## src/sv/mandelbrot_escape_time_top_macros.svh

```systemverilog
// Assertion macros for the checks in the escape-time top-level block.
// Each macro expects signals named clk and rst in the scope where it is used.
`ifndef MANDELBROT_ESCAPE_TIME_TOP_MACROS_SVH
`define MANDELBROT_ESCAPE_TIME_TOP_MACROS_SVH

// Condition that must hold at every clock edge outside reset.
`define MET_ASSERT_ALWAYS(label, expr, msg) \
  label: assert property (@(posedge clk) disable iff (rst) (expr)) else $error(msg);

// Consequent must hold in the same cycle as the antecedent.
`define MET_ASSERT_IMP(label, ante, cons, msg) \
  label: assert property (@(posedge clk) disable iff (rst) (ante) |-> (cons)) \
    else $error(msg);

// Consequent must hold in the cycle after the antecedent.
`define MET_ASSERT_NEXT(label, ante, cons, msg) \
  label: assert property (@(posedge clk) disable iff (rst) (ante) |=> (cons)) \
    else $error(msg);

`endif

```

## src/sv/met_pkg.sv

```systemverilog
package met_pkg;

  localparam int unsigned CFG_IDX_W  = 3;
  localparam int unsigned CFG_DATA_W = 32;

  localparam logic [CFG_IDX_W-1:0] REG_MAX_ITER    = 3'd0;
  localparam logic [CFG_IDX_W-1:0] REG_ORIGIN_REAL = 3'd1;
  localparam logic [CFG_IDX_W-1:0] REG_ORIGIN_IMAG = 3'd2;
  localparam logic [CFG_IDX_W-1:0] REG_STEP_REAL   = 3'd3;
  localparam logic [CFG_IDX_W-1:0] REG_STEP_IMAG   = 3'd4;

  localparam logic [15:0]        RST_MAX_ITER    = 16'd256;
  localparam logic signed [31:0] RST_ORIGIN_REAL = -32'sd744460997;
  localparam logic signed [31:0] RST_ORIGIN_IMAG = -32'sd322122547;
  localparam logic [30:0]        RST_STEP_REAL   = 31'd596523;
  localparam logic [30:0]        RST_STEP_IMAG   = 31'd596523;

  // 4.0 in Q4.28, compared against the 37-bit sum of squares.
  localparam logic signed [36:0] ESCAPE_LIMIT = 37'sd1073741824;

  // Commands from the controller to the datapath.
  typedef struct packed {
    logic load_in;
    logic coord_mul;
    logic coord_add;
    logic iter_mul;
    logic iter_upd;
    logic load_out;
  } met_cmd_t;

  // Status from the datapath to the controller.
  typedef struct packed {
    logic cont;
  } met_status_t;

  // Clamp a wide signed value to the signed 32-bit range.
  function automatic logic signed [31:0] sat32(input logic signed [63:0] x);
    logic signed [31:0] r;
    if (x > 64'sd2147483647) begin
      r = 32'sh7FFFFFFF;
    end else if (x < -64'sd2147483648) begin
      r = 32'sh80000000;
    end else begin
      r = x[31:0];
    end
    return r;
  endfunction

endpackage

```

## src/sv/met_ctrl.sv

```systemverilog
module met_ctrl (
  input  logic                clk,
  input  logic                rst,
  input  logic                s_tvalid,
  output logic                s_tready,
  output logic                m_tvalid,
  input  logic                m_tready,
  input  met_pkg::met_status_t status,
  output met_pkg::met_cmd_t    cmd
);

  typedef enum logic [2:0] {
    S_IDLE,
    S_COORD_MUL,
    S_COORD_ADD,
    S_ITER_MUL,
    S_ITER_UPD,
    S_HOLD
  } state_t;

  state_t state;
  state_t state_next;
  logic   out_free;

  assign out_free = !m_tvalid || m_tready;
  assign s_tready = (state == S_IDLE);

  always_comb begin
    cmd        = '0;
    state_next = state;
    case (state)
      S_IDLE: begin
        if (s_tvalid) begin
          cmd.load_in = 1'b1;
          state_next  = S_COORD_MUL;
        end
      end
      S_COORD_MUL: begin
        cmd.coord_mul = 1'b1;
        state_next    = S_COORD_ADD;
      end
      S_COORD_ADD: begin
        cmd.coord_add = 1'b1;
        state_next    = S_ITER_MUL;
      end
      S_ITER_MUL: begin
        cmd.iter_mul = 1'b1;
        state_next   = S_ITER_UPD;
      end
      S_ITER_UPD: begin
        cmd.iter_upd = 1'b1;
        if (status.cont) begin
          state_next = S_ITER_MUL;
        end else if (out_free) begin
          cmd.load_out = 1'b1;
          state_next   = S_IDLE;
        end else begin
          state_next = S_HOLD;
        end
      end
      S_HOLD: begin
        if (out_free) begin
          cmd.load_out = 1'b1;
          state_next   = S_IDLE;
        end
      end
      default: begin
        state_next = S_IDLE;
      end
    endcase
  end

  always_ff @(posedge clk) begin
    if (rst) begin
      state    <= S_IDLE;
      m_tvalid <= 1'b0;
    end else begin
      state <= state_next;
      if (cmd.load_out) begin
        m_tvalid <= 1'b1;
      end else if (m_tready) begin
        m_tvalid <= 1'b0;
      end
    end
  end

endmodule

```

## config.mk

```make
export PLATFORM = sky130hd
export DESIGN_NAME = met_ctrl
export DESIGN_NICKNAME = d
export VERILOG_FILES = /design/src/sv/mandelbrot_escape_time_top_macros.svh /design/src/sv/met_pkg.sv /design/src/sv/met_ctrl.sv
export SDC_FILE = /design/constraint.sdc
export NUM_CORES = 1
export LEC_CHECK = 0
export ABC_AREA = 1
export BUFFER_PORTS_ARGS = -buffer_cell sky130_fd_sc_hd__buf_2
export CAP_MARGIN = 15
export CORE_AREA = 3 3 40 42
export DETAILED_ROUTE_END_ITERATION = 8
export DIE_AREA = 0 0 43 45
export SLEW_MARGIN = 10
export SYNTH_ARGS = -nofsm -noshare
export SYNTH_HDL_FRONTEND = slang
export SYNTH_SLANG_ARGS = --single-unit
```

## constraint.sdc

```tcl
create_clock -name clk -period 1.5 [get_ports clk]
set_input_delay 0.075 -clock clk [delete_from_list [all_inputs] [get_ports clk]]
set_output_delay 0.075 -clock clk [all_outputs]
set_load 0.005 [all_outputs]
```

==> summary.txt <==
Outcome
  • Status: complete, no violations

Placement
  • # placed instances: 76
  • IO buf count: 12
  • Placer Congestion: 0.811

Logic synthesis
  • Netlist Area Pre-Place: 274 µm²
  • Mapped Avg Cell Area: 5.59 µm²
  • Mapped Cells: 49
  • Flop and latch count out of synthesis: 4
  • Syn_nets: 54
  • Syn. warnings: 0
  • Seq/Total Area, Yosys: 29.2%
  • Unique masters post-synth: 11

Critical path
  • CP arrival: 1.02 ns
  • CP Capture Type: output port
  • Crit Path Class: register to output port
  • Crit Path Max Fanout: 6
  • Setup crit start kind: register
  • Worst Path Required: 1.42 ns

Floorplan
  • Io pins: 13
  • Die width: 43 µm
  • DIE HEIGHT: 45 µm
  • Die ar.: 1940 µm²
  • Starting Density: 21.3%
  • Core ar.: 1280 µm²
  • FP Rows: 13

Flow run
  • MaxCap Viol Count: 0

Global routing
  • GRT Util Overall: 8.06%
  • Largest net degree at the start of global routing: 7
  • Global-route wire length before repair: 1.09 mm
  • Initial antenna violation count: 0
  • Total congestion overflow: 0
  • Vias in the first global route: 282

Clocking
  • Worst skew pair latency: 0.23 ns
  • # hold bufs at CTS: 0
  • Setup bufs post-CTS: 0
  • CTS root buf: clkbuf_4
  • Worst-path clk slew: 0.04 ns
  • # clock sinks: 4
  • CTS tree: yes
  • Post-cts sizing count: 0
  • H-tree depth: 1
  • CTS Buffer Depth: 2
  • CTS buffer count: 3

Finish
  • Final cell count without fillers: 79
  • Share of cells above drive strength 1: 32.8%
  • P&R area growth vs syn: 37.0%
  • Final nets: 71
  • # diodes: 0

Routing
  • Metal-1 WL: 284 µm
  • Met3 Routed Length: 70 µm
  • Vias: 306
  • Detailed Route WL: 603 µm
  • Via/cell ratio: 3.87
  • Top layer reached by signal wires: met4
  • DR iter-0 viols: 4
  • Number of routed nets with antenna violations: 0
  • Total iterations of the first detailed-routing run: 2
  • DR WL met2: 239 µm
  • Routed length per instance: 7.63 µm
  • Residual DRC count: 0

Worst hold path
  • Tightest Hold Check Type: input port to register

Timing
  • Max-slew headroom: 85.7%
  • Final setup TNS: 0 ns
  • Fmax: 0.913 GHz
  • # setup viols final: 0
  • Slew @ Worst Pin: 0.215 ns
  • Final Critical Period: 1.09 ns
  • Unrepaired setup endpoints after global routing: no
  • Fin crit share: 73.0%
  • Skew final: 0.00119 ns
  • Final Hold Viols: 0
  • Final max-slew violation count: 0

Pwr
  • Pleak: 0.267 nW
  • Max VDD drop: 359 µV
  • Power Dens Cells: 965 nW/µm²
==> synth_stat cells, drive strengths merged <==
cell    instances  area, µm²
nand2          15       61.3
inv            13       48.8
nor2            9       41.3
nand3           5       25.0
dfxtp           4       80.1
a21oi           1       5.00
nor3            1       5.00
o211ai          1       7.51
==> layout by cell type (no fill, tap or decap) <==
| cell type | count |
|---|---|
| clkbuf_4 | 3 |
| o211ai_1 | 1 |
| buf_2 | 12 |
| nor2_4 | 1 |
| nor2_1 | 8 |
| nand2_1 | 13 |
| nor3_1 | 1 |
| nand3_1 | 5 |
| dfxtp_1 | 4 |
| inv_1 | 10 |
| nand2_2 | 2 |
| a21oi_1 | 1 |
| inv_2 | 3 |
==> power breakdown <==
| group | total (mW) | leakage (nW) | internal (mW) | switching (mW) |
|---|---|---|---|---|
| Combinational | 0.101 | 0.221 | 0.0430 | 0.0577 |
| Clock | 0.131 | 0.0138 | 0.0893 | 0.0417 |
| Sequential | 0.130 | 0.0328 | 0.117 | 0.0139 |
==> routing by layer <==
metal,vias up,track usage [%]
met5,-,0
met3,2,3.19
met2,10,10.5
li1,176,-
met4,0,10.8
met1,118,8.63
==> state kept, by name (all words and copies together) (netlist names) <==
name / cells
m_tvalid: 1
state: 3
==> stage by stage <==
| stage | cell area [µm²] | hold WS [ns] | utilization [%] | setup WS [ns] | power, mW |
|---|---|---|---|---|---|
| 6_report | 375 | 0.0244 | 29.2 | 0.405 | 0.362 |
| 5_1_grt | 375 | 0.0235 | 29.2 | 0.301 | 0.399 |
| 4_1_cts | 375 | 0.0180 | 29.2 | 0.389 | 0.373 |
| 3_5_place_dp | 353 | 0.267 | 27.5 | 0.545 | 0.234 |
| 3_3_place_gp | 353 | 0.269 | 27.5 | 0.532 | 0.235 |
| 2_1_floorplan | 274 | 0.147 | - | 0.641 | 0.196 |
==> critical path, stage by stage (launching register included) <==
cell and delay (ns):
dfxtp_1 0.42, o211ai_1 0.15, nor2_1 0.10, buf_2 0.12
==> logic make-up (layout without fill, tap and decap cells) <==
logic type	Yosys count	count (layout)	synth area share, %
buf+inv	13	28	17.8
flops	4	4	29.2
simple gates	30	30	48.4
compound gates	2	2	4.57
==> area by class of cell <==
cell class,instances,area (µm²)
clock buffer,3,22.5
fill,146,910
inverter,13,48.8
multi-input combinational,32,145
sequential,4,80.1
tap,15,18.8
timing repair buffer,12,60.1
==> path summary, 6_finish.rpt <==
check                         from                    end  slack, ns  depth (start not counted)
max          state[0]$_SDFFE_PP0P_                 cmd[0]       0.41                          3
min                            rst  state[1]$_SDFFE_PP0P_       0.02                          2
max reg2reg  state[2]$_SDFFE_PP0P_  state[1]$_SDFFE_PP0P_       0.53                          5
min reg2reg  m_tvalid$_SDFFE_PP0P_  m_tvalid$_SDFFE_PP0P_       0.59                          4
Power figures use the tool's default switching activity.
